### config.mk
export PLATFORM = sky130hd
export DESIGN_NAME = a2bc_front
export DESIGN_NICKNAME = d
export VERILOG_FILES = /design/src/sv/a2bc_pkg.sv /design/src/sv/a2bc_front.sv
export SDC_FILE = /design/constraint.sdc
export NUM_CORES = 1
export LEC_CHECK = 0
export ABC_AREA = 1
export BUFFER_PORTS_ARGS = -buffer_cell sky130_fd_sc_hd__buf_2
export CORE_MARGIN = 2
export CORE_UTILIZATION = 35
export CTS_BUF_LIST = sky130_fd_sc_hd__clkbuf_8
export DETAILED_ROUTE_END_ITERATION = 6
export GPL_TIMING_DRIVEN = 0
export PLACE_DENSITY = 0.63
export SLEW_MARGIN = 20
export SYNTH_ARGS = -nofsm -noshare
export SYNTH_HDL_FRONTEND = slang
export SYNTH_SLANG_ARGS = --single-unit
### constraint.sdc
create_clock -name clk -period 5.7 [get_ports clk]
set_clock_uncertainty 0.1 [all_clocks]
set_input_delay 0.855 -clock clk [delete_from_list [all_inputs] [get_ports clk]]
set_output_delay 0.855 -clock clk [all_outputs]
set_load 0.03 [all_outputs]
### src/sv/a2bc_pkg.sv
`timescale 1ns / 1ps
package a2bc_pkg;

    localparam int unsigned BLOCK_WORDS = 128;
    localparam int unsigned ADDR_W      = 7;
    localparam int unsigned PAIR_W      = 6;
    localparam logic [63:0] LO32_MASK   = 64'h0000_0000_FFFF_FFFF;

    typedef struct packed {
        logic [63:0] word;
        logic        last;
    } q_word_t;

    typedef logic [3:0] quad_row_t [0:3];

    localparam logic [3:0] QUAD_IDX [0:7][0:3] = '{
        '{4'd0, 4'd4, 4'd8,  4'd12},
        '{4'd1, 4'd5, 4'd9,  4'd13},
        '{4'd2, 4'd6, 4'd10, 4'd14},
        '{4'd3, 4'd7, 4'd11, 4'd15},
        '{4'd0, 4'd5, 4'd10, 4'd15},
        '{4'd1, 4'd6, 4'd11, 4'd12},
        '{4'd2, 4'd7, 4'd8,  4'd13},
        '{4'd3, 4'd4, 4'd9,  4'd14}
    };

    // rows: 16p + l; columns: 16*(l>>1) + 2i + (l&1)
    function automatic logic [6:0] word_addr(input logic [3:0] p, input logic [3:0] l);
        logic [6:0] a;
        if (!p[3])
        begin
            a = {p[2:0], l};
        end
        else
        begin
            a = {l[3:1], p[2:0], l[0]};
        end
        return a;
    endfunction

    function automatic logic [63:0] rotr(input logic [63:0] w, input int unsigned s);
        return (w >> s) | (w << (64 - s));
    endfunction

endpackage

### src/sv/a2bc_front.sv
`timescale 1ns / 1ps
module a2bc_front (
    input  logic                 clk,
    input  logic                 rst_n,
    input  logic                 push,
    output logic                 full,
    input  logic [63:0]          x_word,
    input  logic [63:0]          y_word,
    output logic                 q_valid,
    output a2bc_pkg::q_word_t    q_data,
    input  logic                 q_pop
);
    import a2bc_pkg::*;

    q_word_t     fifo_mem [0:3];
    logic [1:0]  wp_reg, wp_next;
    logic [1:0]  rp_reg, rp_next;
    logic [2:0]  cnt_reg, cnt_next;
    logic [6:0]  pos_reg, pos_next;
    logic        do_push, do_pop;

    assign full    = cnt_reg == 3'd4;
    assign q_valid = cnt_reg != 3'd0;
    assign q_data  = fifo_mem[rp_reg];
    assign do_push = push && !full;
    assign do_pop  = q_pop && q_valid;

    always_comb
    begin
        wp_next  = do_push ? wp_reg + 2'd1 : wp_reg;
        rp_next  = do_pop ? rp_reg + 2'd1 : rp_reg;
        pos_next = do_push ? pos_reg + 7'd1 : pos_reg;
        cnt_next = cnt_reg + {2'b00, do_push} - {2'b00, do_pop};
    end

    always_ff @(posedge clk)
    begin
        if (do_push)
        begin
            fifo_mem[wp_reg] <= '{word: x_word ^ y_word, last: pos_reg == 7'(BLOCK_WORDS - 1)};
        end
    end

    always_ff @(posedge clk or negedge rst_n)
    begin
        if (!rst_n)
        begin
            wp_reg  <= '0;
            rp_reg  <= '0;
            cnt_reg <= '0;
            pos_reg <= '0;
        end
        else
        begin
            wp_reg  <= wp_next;
            rp_reg  <= rp_next;
            cnt_reg <= cnt_next;
            pos_reg <= pos_next;
        end
    end

endmodule

# Yosys cells after proc, flatten, opt, wreduce, memory -nomap -nowiden
# Memories as Yosys holds them, arrays and structs flattened.
# Index checks and enable logic that the tools add are counted.
# totals
reg_bits,14
latch_bits,0
mem_bits_rw,260
rom_bits,0
in_bits,132
output_inout_bits,67
word_cells,19
mem_count,1
# classes
n_addsub,5
multipliers,0
div,0
n_lt_le_gt_ge,0
n_eq_ne,2
shifts,0
mux,2
bitwise,1
reduce_logical,4
# memory_table
name,depth,width,read_ports,rd_clocked_by_memory_dff,write_ports,line_no,source
fifo_mem,4,65,1,0,1,a2bc_front.sv:15,q_word_t fifo_mem [0:3];
# op_table
operator,count
$xor A64 B64 Y64,1
$add A7 B1 Y7 const B,1
$eq A7 B7 Y1 const B,1
$add A2 B1 Y2 const B,2
$add A3 B1 Y3,1
$eq A3 B3 Y1 const B,1
$reduce_bool A3 Y1,1
$sub A3 B1 Y3,1
$logic_and A1 B1 Y1,2
$mux W1,2
$logic_not A1 Y1,1

# Depth between registers and ports, before layout
# Gate-level depths: netlist of the first run.
# logic_depth
ltp_word,5
depth_mapped,10
mapped_depth_nobuf,10

# Least setup slack after synthesis of the first run
# Ideal clock, no wire load.
# synth_path
path_type,input-to-reg
start,input port push
end,memory fifo_mem[0][0] (netlist bit) (enable)
setup_ps,489
t_arrival_ps,3713
required_time_ps,5111
setup_slack_ps,1399
stages,2
n_path_buf,0
cell_sequence,nand2_2 -> nor2_1
# synth_via
elab_chain_len,3
# synth_rtl
item,line_no,source
start: declaration,a2bc_front.sv:5,"input logic push,"
$logic_and A1 B1 Y1,a2bc_front.sv:25,assign do_push = push && !full;
$mux W1,a2bc_front.sv:38,if (do_push)
$mux W1 (implied by the code),a2bc_front.sv:40,"fifo_mem[wp_reg] <= '{word: x_word ^ y_word, last: pos_reg == 7'(BLOCK_WORDS - 1)};"
end: declaration,a2bc_front.sv:15,
# No other way between the ends.

==> metrics.log, run 1 <==
[metrics] Seq/Total Area, Yosys: 69.98%
[metrics] number of fill cells in the layout: 3000
[metrics] critical path start-end classification: reg -> out
[metrics] Worst Reg-to-Reg Cells: 9
[metrics] outcome: completed
[metrics] DPL Wire Length: about 17000 um
[metrics] clock transition at the registers of the reported paths: around 0.06 ns
[metrics] TritonCTS clock tree: built
[metrics] hold-fix buffer count after cts: 0
[metrics] wire length of the first global-routing pass: between 30000 and 40000 um
[metrics] Die X-Extent: between 150 and 200 um
[metrics] clock root buffer master: clkbuf_8
[metrics] timing-limited maximum frequency: roughly 290 MHz
[metrics] post-cts gate resize count: 0
[metrics] data arrival at the endpoint of the critical path: approximately 2.5 ns
[metrics] Synthesized Nets: roughly 920
[metrics] final clock period utilization by the worst path: around three fifths
[metrics] drc violations: 0
[metrics] DRT Pass-1 Iters: 4
[metrics] pin count of the biggest net entering global routing: 23
[metrics] tightest hold margin: roughly 0.1 ns
[metrics] async set or reset register ratio after synthesis: between 5 and 6%
[metrics] most used standard cells in the synthesized netlist: edfxtp_1 (260), o21ai_0 (117), nor2_1 (90), xor2_1 (66)
[metrics] via count of the first global-routing pass: ~7000
[metrics] reg2reg end: cnt_reg[1]
[metrics] Core Region: between 30000 and 40000 um2
[metrics] initial core utilization: between 30 and 40%
[metrics] Core Rows: between 60 and 70
[metrics] number of unique standard cell types used by synthesis: 27
[metrics] power density of the placed cells: 561.4 nW/um2
[metrics] Cell Area, Placed: about 14000 um2
[metrics] leading post-synthesis cells by cell area: edfxtp_1 (67%), o22ai_2 (5.0%), o21ai_0 (5.0%), xor2_1 (5.0%), nor2_4 (4.5%)
[metrics] unrepaired setup endpoints after global routing: false
[metrics] Synth Cell Area: 11660 um2
[metrics] cell class contributing the biggest share of worst-path delay: buffers and inverters
[metrics] final hold violation count: 0
[metrics] minimum clock period after layout: roughly 3.5 ns
[metrics] Inst Count DP: roughly 1400
[metrics] total wire length after detailed routing: roughly 26000 um
[metrics] Syn. warnings: 0
[metrics] ANT nets after route: 0
[metrics] die area: 34780 um2
[metrics] Final Net Count: ~1200
[metrics] min-delay worst type: in -> async
[metrics] vertical extent of the die: roughly 190 um
[metrics] VDD IR max: about 0.0003 V
[metrics] remaining global-route overflow: 0
[metrics] buffer and inverter count on the worst path: 4
[metrics] Tightest Pin Transition: 0.6460 ns
[metrics] H-tree lvl count: 2
[metrics] register-to-register path setup slack: approximately 3.4 ns
[metrics] mean routed wirelength per cell: 16.99 um
[metrics] synthesized area per cell: 14.87 um2
[metrics] growth of design area from synthesis to finish: 23.58%
[metrics] via count: 7059
[metrics] post-synthesis sequential element count: ~270
[metrics] Leakage Power: roughly 5.3 nW
[metrics] Worst Path Required: roughly 4.7 ns
[metrics] Crit path largest cell delay: between 0.5 and 0.6 ns
[metrics] Iteration-0 DRC Markers: ~370
[metrics] setup-violating endpoint count in the final report: 0
[metrics] number of enable-type register cells in the synthesized netlist: 260
[metrics] post-route design area: ~14000 um2
[metrics] clock tree sinks: about 270
[metrics] non-filler cells in the finished layout: between 1500 and 2000
[metrics] pins over their slew limit: 0
[metrics] count of pins on the block boundary: approximately 200
[metrics] Port-buffer cells: between 150 and 200
[metrics] global placer's final weighted congestion: 0.7098
[metrics] gate count of the mapped netlist: around 780
[metrics] fraction of layout cells with a size suffix above 1: between 30% and 40%
[metrics] kind of start point of the critical path: register
[metrics] Slew Limit Headroom: about 57%
[metrics] Max Cap Violations: 0
[metrics] clk buf depth: 3
[metrics] number of antenna violations at the first check in global routing: 0
[metrics] number of diodes: 0
[metrics] crit-path cells: buf_6 -> inv_6 -> clkbuf_1 -> o21ai_0 -> o22ai_1 -> buf_2
[metrics] critical path fanouts, max: 10
[metrics] cell with the largest stage delay on the worst path: dfrtp_1
[metrics] Synth top area share: 66.97%
[metrics] clock buffers created by TritonCTS: 47
[metrics] library cell with the highest instance count after synthesis: edfxtp_1
[metrics] clock latency of the later-clocked register in the worst-skew pair: around 0.55 ns
[metrics] worst reg2reg path startpoint: cnt_reg[1]
[metrics] kind of end point of the critical path: primary output
[metrics] gr usage total: 14.74%
[metrics] area leader, netlist: edfxtp_1
[metrics] Setup Fix Bufs, Post-CTS: 0
[metrics] number of flip-flops in the largest register: 260
[metrics] Post-synth top flop: edfxtp_1
[metrics] routed via count divided by cell count: roughly 4.6
## cell type report
| cell class | instances | area [um2] | share of cell area, % |
|---|---|---|---|
| Tap cell | 442 | 553.0 | 3.839 |
| Buffer | 43 | 307.8 | 2.137 |
| Inverter | 19 | 76.32 | 0.5298 |
| Multi-Input combinational cell | 448 | 3146 | 21.83 |
| Clock buffer | 49 | 674.4 | 4.681 |
| Clock inverter | 35 | 215.2 | 1.494 |
| Sequential cell | 274 | 8158 | 56.63 |
| Timing Repair Buffer | 210 | 1276 | 8.859 |
## cells by family (layout without fill, tap and decap cells)
| family | Yosys count | in the layout | synth area share [%] |
|---|---|---|---|
| AOI/OAI and AO/OA | 201 | 201 | 11.95 |
| buffers and inverters | 62 | 356 | 3.295 |
| and+or+nand+nor | 169 | 169 | 8.597 |
| adders and majority gates | 8 | 8 | 0.9230 |
| xor gates and xnor gates | 70 | 70 | 5.259 |
| DFF | 274 | 274 | 69.98 |
## metrics by stage
stage	utilization (%)	worst slack, ns	setup TNS (ns)	power, mW
floorplan	-	1.399	0	5.300
global placement	40.37	-1.270	-297.29	6.389
detailed placement	41.33	2.794	0	6.502
CTS	44.05	2.190	0	8.200
global route	44.05	2.116	0	8.540
finish	44.05	2.249	0	8.087
## layout by cell type, fill, tap and decap left out, types with 2 or more instances in the layout
| master | n |
|---|---|
| nand4_1 | 2 |
| xnor2_1 | 4 |
| o21ai_2 | 3 |
| bufinv_16 | 3 |
| clkinv_1 | 10 |
| nor2_4 | 51 |
| buf_2 | 210 |
| clkinv_2 | 4 |
| inv_1 | 35 |
| xor2_1 | 66 |
| dfrtp_1 | 14 |
| o22ai_2 | 47 |
| buf_6 | 4 |
| nand3_1 | 5 |
| buf_12 | 12 |
| nor2_1 | 86 |
| o21ai_1 | 15 |
| buf_16 | 6 |
| ha_1 | 7 |
| o21ai_0 | 117 |
| clkbuf_8 | 49 |
| o22ai_1 | 18 |
| nand2_1 | 23 |
| edfxtp_1 | 260 |
| clkbuf_1 | 20 |
## routing by layer
metal	share of wire, %	track usage (%)	routed length, um	up-vias
met5	0	0	0	-
met4	2.0	4.182	510	0
met3	5.7	2.708	1476	44
met2	48	24.83	12520	214
met1	44	19.54	11320	3403
li1	-	-	-	3398
## power breakdown
group          internal, mW  switching (mW)
clock network         0.927           0.755
registers              2.70           0.145
logic                  1.11            2.45
## how the worst max path moves through the flow
stage                    from  slack, ns              end  cells past startpoint
finish              rp_reg[0]       2.25       q_data[49]                      6
global route        rp_reg[0]       2.12       q_data[49]                      6
CTS                 rp_reg[0]       2.19       q_data[36]                      5
detailed placement  rp_reg[0]       2.79       q_data[36]                      5
global placement         push      -1.27  fifo_mem[3][31]                      3
floorplan                push       1.40   fifo_mem[0][0]                      2
No activity file was read; power rests on OpenSTA's default activity.
==> inputs of run 2 (changes only) <==
==> constraint.sdc (replaced) <==
create_clock -name clk -period 3.4 [get_ports clk]
set_clock_uncertainty 0.1 [all_clocks]
set_input_delay 0.51 -clock clk [delete_from_list [all_inputs] [get_ports clk]]
set_output_delay 0.51 -clock clk [all_outputs]
set_load 0.03 [all_outputs]
==> run 2 against run 1 <==
Power increased by 68%. Largest power group unchanged. Register-to-register slack worse by 2.3 ns. Die area unchanged. Final cell count about the same. Clock power is 68% higher. Sequential cell count did not move. Combinational power grew 68%. Sequential power increased by 68%. Worst hold slack better by 0.11 ns. Global-route usage about the same. Critical path type unchanged.
==> metrics.log, run 2 (synthesized netlist as in run 1, its figures left out) <==
[metrics] outcome: completed
[metrics] count of pins on the block boundary: between 150 and 200
[metrics] number of flip-flops in the largest register: 260
[metrics] initial core utilization: 35.65%
[metrics] kind of start point of the critical path: register
[metrics] data arrival at the endpoint of the critical path: 2.49 ns
[metrics] growth of design area from synthesis to finish: 23.67%
[metrics] Leakage Power: 5.320 nW
[metrics] commonest non-fill, non-tap cell in the layout: edfxtp_1
[metrics] clock tree sinks: approximately 270
[metrics] DPL Wire Length: roughly 17000 um
[metrics] timing-limited maximum frequency: 322.8 MHz
[metrics] worst reg2reg path startpoint: cnt_reg[1]
[metrics] Cell Area, Placed: around 14000 um2
[metrics] kind of end point of the critical path: primary output
[metrics] Tightest Pin Transition: roughly 0.65 ns
[metrics] min-delay worst type: in -> reg
[metrics] gr usage total: between 10% and 20%
[metrics] unrepaired setup endpoints after global routing: false
[metrics] total wire length after detailed routing: around 26000 um
[metrics] Core Rows: 66
[metrics] critical path start-end classification: reg -> out
[metrics] minimum clock period after layout: between 3 and 4 ns
[metrics] source of the worst hold timing path: x_word[6]
[metrics] Port-buffer cells: between 150 and 200
[metrics] mean routed wirelength per cell: between 15 and 20 um
[metrics] clock root buffer master: clkbuf_8
[metrics] Slew Limit Headroom: between 50% and 60%
[metrics] VDD IR max: 0.0005168 V
[metrics] number of diodes: 0
[metrics] fraction of layout cells with a size suffix above 1: 36.42%
[metrics] routed via count divided by cell count: approximately 4.6
[metrics] H-tree lvl count: 2
[metrics] via count: around 7100
[metrics] setup-violating endpoint count in the final report: 0
[metrics] clock transition at the registers of the reported paths: 0.06 ns
[metrics] clock buffers created by TritonCTS: 47
[metrics] global placer's final weighted congestion: between 0.7 and 0.8
[metrics] critical path fanouts, max: 10
[metrics] remaining global-route overflow: 0
[metrics] Iteration-0 DRC Markers: ~400
[metrics] number of antenna violations at the first check in global routing: 0
[metrics] start point of the critical path: rp_reg[0]
[metrics] pins over their slew limit: 0
[metrics] pin count of the biggest net entering global routing: 23
[metrics] TritonCTS clock tree: built
[metrics] via count of the first global-routing pass: a little over 7000
[metrics] Core Region: about 33000 um2
[metrics] cell depth of the worst hold path: 2
[metrics] final core area utilization: approximately 44%
[metrics] Final Net Count: approximately 1200
[metrics] Max Cap Violations: 0
[metrics] clock latency of the later-clocked register in the worst-skew pair: approximately 0.55 ns
[metrics] clk buf depth: 3
[metrics] die area: about 35000 um2
[metrics] final hold violation count: 0
[metrics] commonest cells after routing, fill and taps aside: edfxtp_1 (260), buf_2 (210), o21ai_0 (117)
[metrics] post-route design area: between 10000 and 15000 um2
[metrics] power density of the placed cells: ~940 nW/um2
[metrics] DRT Pass-1 Iters: 4
[metrics] Worst Path Required: ~2.8 ns
[metrics] Worst Reg-to-Reg Cells: 9
[metrics] Die X-Extent: 186.5 um
[metrics] wire length of the first global-routing pass: 39720 um
[metrics] Setup Fix Bufs, Post-CTS: 0
[metrics] vertical extent of the die: ~190 um
[metrics] ANT nets after route: 0
[metrics] total power consumption of the routed design: ~14 mW
[metrics] setup TNS: 0 ns
[metrics] final clock period utilization by the worst path: between 90% and 100%
[metrics] drc violations: 0
[run 2: changes by cell type in the layout (fill, tap and decap cells not counted)]
cell / delta
dlygate4sd3_1: +1
[run 2: metal layers]
| layer | vias to the layer above | share of wire, % | wire length [um] | GRT usage, % |
|---|---|---|---|---|
| li1 | 3396 | - | - | - |
| met1 | 3392 | 44 | 11440 | 19.55 |
| met2 | 220 | 48 | 12510 | 24.83 |
| met3 | 44 | 5.4 | 1398 | 2.708 |
| met4 | 0 | 2.0 | 510 | 4.182 |
| met5 | - | 0 | 0 | 0 |
[run 2: worst max-delay path, cell delays in order (launching register included)]
cell and delay, ns:
dfrtp_1 0.51, buf_6 0.24, inv_6 0.10, clkbuf_1 0.45
o21ai_0 0.15, o22ai_1 0.22, buf_2 0.25
[run 2: area by class of cell]
cell class	instances	area (um2)
sequential	274	8158
fill	2999	18290
multi-input combinational	448	3146
clock inverter	35	215.2
clock buffer	49	674.4
tap	442	553.0
timing repair buffer	211	1286
buffer	43	307.8
inverter	19	76.32
[run 2: timing repair]
item,CTS,global route
endpoints found under the hold margin,14,0
hold buffers,1,0
gates resized for setup,0,0
[run 2: metrics by stage]
stage                     std cells  hold slack [ns]  worst slack [ns]
after floorplan                 784           0.1144           -0.6076
after global placement         1424           0.3304            -3.225
after detailed placement       1436           0.3325            0.8392
after CTS                      1521           0.1763            0.2354
after global routing           1521           0.1790            0.1610
final                          1521           0.2098            0.3024
[run 2: final timing paths]
kind                                   to  slack, ns
max                            q_data[49]       0.30
min                        fifo_mem[1][7]       0.21
max reg2reg                    cnt_reg[1]       1.12
min reg2reg                    pos_reg[6]       0.37
max in group asynchronous      pos_reg[6]       2.66
min in group asynchronous      cnt_reg[0]       0.29
[run 2: power by group]
| group | leakage, nW | switching, mW | internal [mW] |
|---|---|---|---|
| Sequential | 2.56 | 0.243 | 4.53 |
| Combinational | 2.24 | 4.11 | 1.86 |
| Clock | 0.522 | 1.27 | 1.55 |
| Total | 5.32 | 5.62 | 7.94 |
==> inputs of run 3 (changes only) <==
--- a/config.mk
+++ b/config.mk
@@ -13,6 +13,7 @@
 export DETAILED_ROUTE_END_ITERATION = 6
 export GPL_TIMING_DRIVEN = 0
 export PLACE_DENSITY = 0.63
+export REMOVE_ABC_BUFFERS = 1
 export SLEW_MARGIN = 20
 export SYNTH_ARGS = -nofsm -noshare
 export SYNTH_HDL_FRONTEND = slang
==> run 3 against run 2 <==
Highest routed layer unchanged. Design area is 1.0% lower. Via count is 1.8% lower. Routed wire length is 1.8% lower. Sequential power is 2% higher. Register-to-register slack worse by 0.28 ns. Utilization is 0.44 points lower. Power is 2.1% lower. Sequential share of layout area is 0.63 points higher. Final cell count is 2.6% lower. Critical endpoint is now q_data[46]. First-iteration DRC count is 41% lower. Die area stayed put. Sequential cell count stayed put.
==> metrics.log, run 3 (synthesized netlist as in run 1, its figures left out) <==
[metrics] final hold violation count: 0
[metrics] count of pins on the block boundary: 199
[metrics] Tightest Pin Transition: ~0.84 ns
[metrics] total power consumption of the routed design: between 10 and 15 mW
[metrics] Port-buffer cells: roughly 200
[metrics] global-route met3 utilization: slightly below 3%
[metrics] Leakage Power: about 5.2 nW
[metrics] Iteration-0 DRC Markers: between 200 and 250
[metrics] clock root buffer master: clkbuf_8
[metrics] kind of end point of the critical path: primary output
[metrics] clock tree sinks: approximately 270
[metrics] die area: 34780 um2
[metrics] TritonCTS clock tree: built
[metrics] Slew Limit Headroom: around 44%
[metrics] Core Region: ~33000 um2
[metrics] minimum clock period after layout: 3.195 ns
[metrics] power density of the placed cells: between 900 and 1000 nW/um2
[metrics] initial core utilization: 35.65%
[metrics] fraction of layout cells with a size suffix above 1: between 30 and 40%
[metrics] most used routing layer in global routing: met2
[metrics] Worst Reg-to-Reg Cells: 7
[metrics] clock transition at the registers of the reported paths: ~0.060 ns
[metrics] Worst Path Required: around 2.8 ns
[metrics] met2 layer usage reported by global route: 24.78%
[metrics] growth of design area from synthesis to finish: 22.42%
[metrics] commonest non-fill, non-tap cell in the layout: edfxtp_1
[metrics] number of antenna violations at the first check in global routing: 0
[metrics] number of flip-flops in the largest register: between 200 and 300
[metrics] kind of start point of the critical path: register
[metrics] routed via count divided by cell count: 4.672
[metrics] Final Net Count: around 1100
[metrics] total wire length after detailed routing: about 25000 um
[metrics] vertical extent of the die: about 190 um
[metrics] mean routed wirelength per cell: between 15 and 20 um
[metrics] DRT Pass-1 Iters: 5
[metrics] clock buffers created by TritonCTS: 46
[metrics] Setup Fix Bufs, Post-CTS: 0
[metrics] Crit path largest cell delay: between 0.6 and 0.7 ns
[metrics] wire length of the first global-routing pass: roughly 39000 um
[metrics] clock latency of the later-clocked register in the worst-skew pair: between 0.5 and 0.6 ns
[metrics] remaining global-route overflow: 0
[metrics] ANT nets after route: 0
[metrics] global placer's final weighted congestion: 0.7227
[metrics] critical path fanouts, max: 66
[metrics] pins over their slew limit: 0
[metrics] commonest cells after routing, fill and taps aside: edfxtp_1 (260), buf_2 (198), o21ai_0 (117)
[metrics] unrepaired setup endpoints after global routing: false
[metrics] via count: between 6000 and 7000
[metrics] gr usage total: 14.53%
[metrics] number of diodes: 0
[metrics] outcome: completed
[metrics] cell depth of the worst hold path: 3
[metrics] Die X-Extent: between 150 and 200 um
[metrics] crit-path cells: buf_16 -> inv_6 -> o21ai_0 -> o22ai_1 -> buf_2
[metrics] DPL Wire Length: around 15000 um
[metrics] timing-limited maximum frequency: between 300 and 400 MHz
[metrics] H-tree lvl count: 2
[metrics] min-delay worst type: in -> reg
[metrics] via count of the first global-routing pass: 6977
[metrics] Max Cap Violations: 0
[metrics] data arrival at the endpoint of the critical path: approximately 2.6 ns
[metrics] pin count of the biggest net entering global routing: 67
[metrics] final clock period utilization by the worst path: a little over nine tenths
[metrics] VDD IR max: around 0.00045 V
[metrics] clk buf depth: 3
[metrics] met1 Use GR: about a fifth
[metrics] Core Rows: 66
[metrics] cell with the largest stage delay on the worst path: dfrtp_4
[metrics] critical path start-end classification: reg -> out
[metrics] setup-violating endpoint count in the final report: 0
[metrics] tightest hold margin: about 0.19 ns
[metrics] drc violations: 0
## run 3: changes by cell type in the layout (fill, tap and decap cells not counted), moves of 2 or more
cell | previous run | this run
clkbuf_1 | 20 | 0
buf_2 | 210 | 198
inv_1 | 35 | 25
buf_12 | 12 | 5
buf_16 | 6 | 12
buf_6 | 4 | 0
clkinv_1 | 10 | 13
clkinv_2 | 4 | 7
bufinv_16 | 3 | 1
clkinvlp_4 | 0 | 2
dfrtp_1 | 14 | 12
dfrtp_4 | 0 | 2
## run 3: cell type report
| cell class | count | area (um2) |
|---|---|---|
| well taps | 442 | 553.0 |
| fillers | 3040 | 18430 |
| clock inverters | 32 | 167.7 |
| multi-input cells | 448 | 3146 |
| repair buffers | 217 | 1464 |
| clock buffers | 49 | 674.4 |
| repair inverters | 1 | 8.758 |
| flip-flops and latches | 274 | 8165 |
| inverters | 19 | 92.59 |
## run 3: worst max-delay path: cells and delay by family (launching register included)
kind / cells / cell delay (ns)
buffers and inverters: 3 / 0.99
DFF: 1 / 0.61
AOI/OAI and AO/OA: 2 / 0.40
## run 3: repair_timing
item | CTS | global route
hold buffers | 1 | 0
setup endpoints to repair | 47 | 0
resized for setup | 3 | 0
hold endpoints to repair | 14 | 0
## run 3: stage by stage
stage	instances	utilization [%]	instance area, um2	setup TNS, ns	setup WS, ns
after floorplan	741	-	11350	-220.61	-0.9691
after global placement	1381	39.43	12890	-1148.58	-3.875
after detailed placement	1397	40.81	13340	0	0.2612
after CTS	1482	43.64	14270	0	0.07616
after global routing	1482	43.64	14270	0	0.02605
final	1482	43.64	14270	0	0.2054
## run 3: final timing paths
check                            from         endpoint  slack [ns]
max in group asynchronous       rst_n        rp_reg[1]        2.59
max reg2reg                cnt_reg[1]  fifo_mem[1][37]        0.84
max                         rp_reg[1]       q_data[46]        0.21
min in group asynchronous       rst_n       pos_reg[0]        0.31
min reg2reg                pos_reg[6]       pos_reg[6]        0.38
min                             q_pop        rp_reg[0]        0.19
## run 3: routing by layer
layer | routed length [um] | vias to the layer above
met3 | 1360 | 44
met5 | 0 | -
met4 | 614 | 0
met1 | 11150 | 3351
met2 | 12280 | 201
li1 | - | 3328
## run 3: where the power goes
part / switching [mW] / total (mW) / internal [mW] / leakage (nW)
logic: 3.92 / 5.71 / 1.79 / 2.18
registers: 0.338 / 4.87 / 4.53 / 2.55
clock network: 1.28 / 2.69 / 1.41 / 0.461
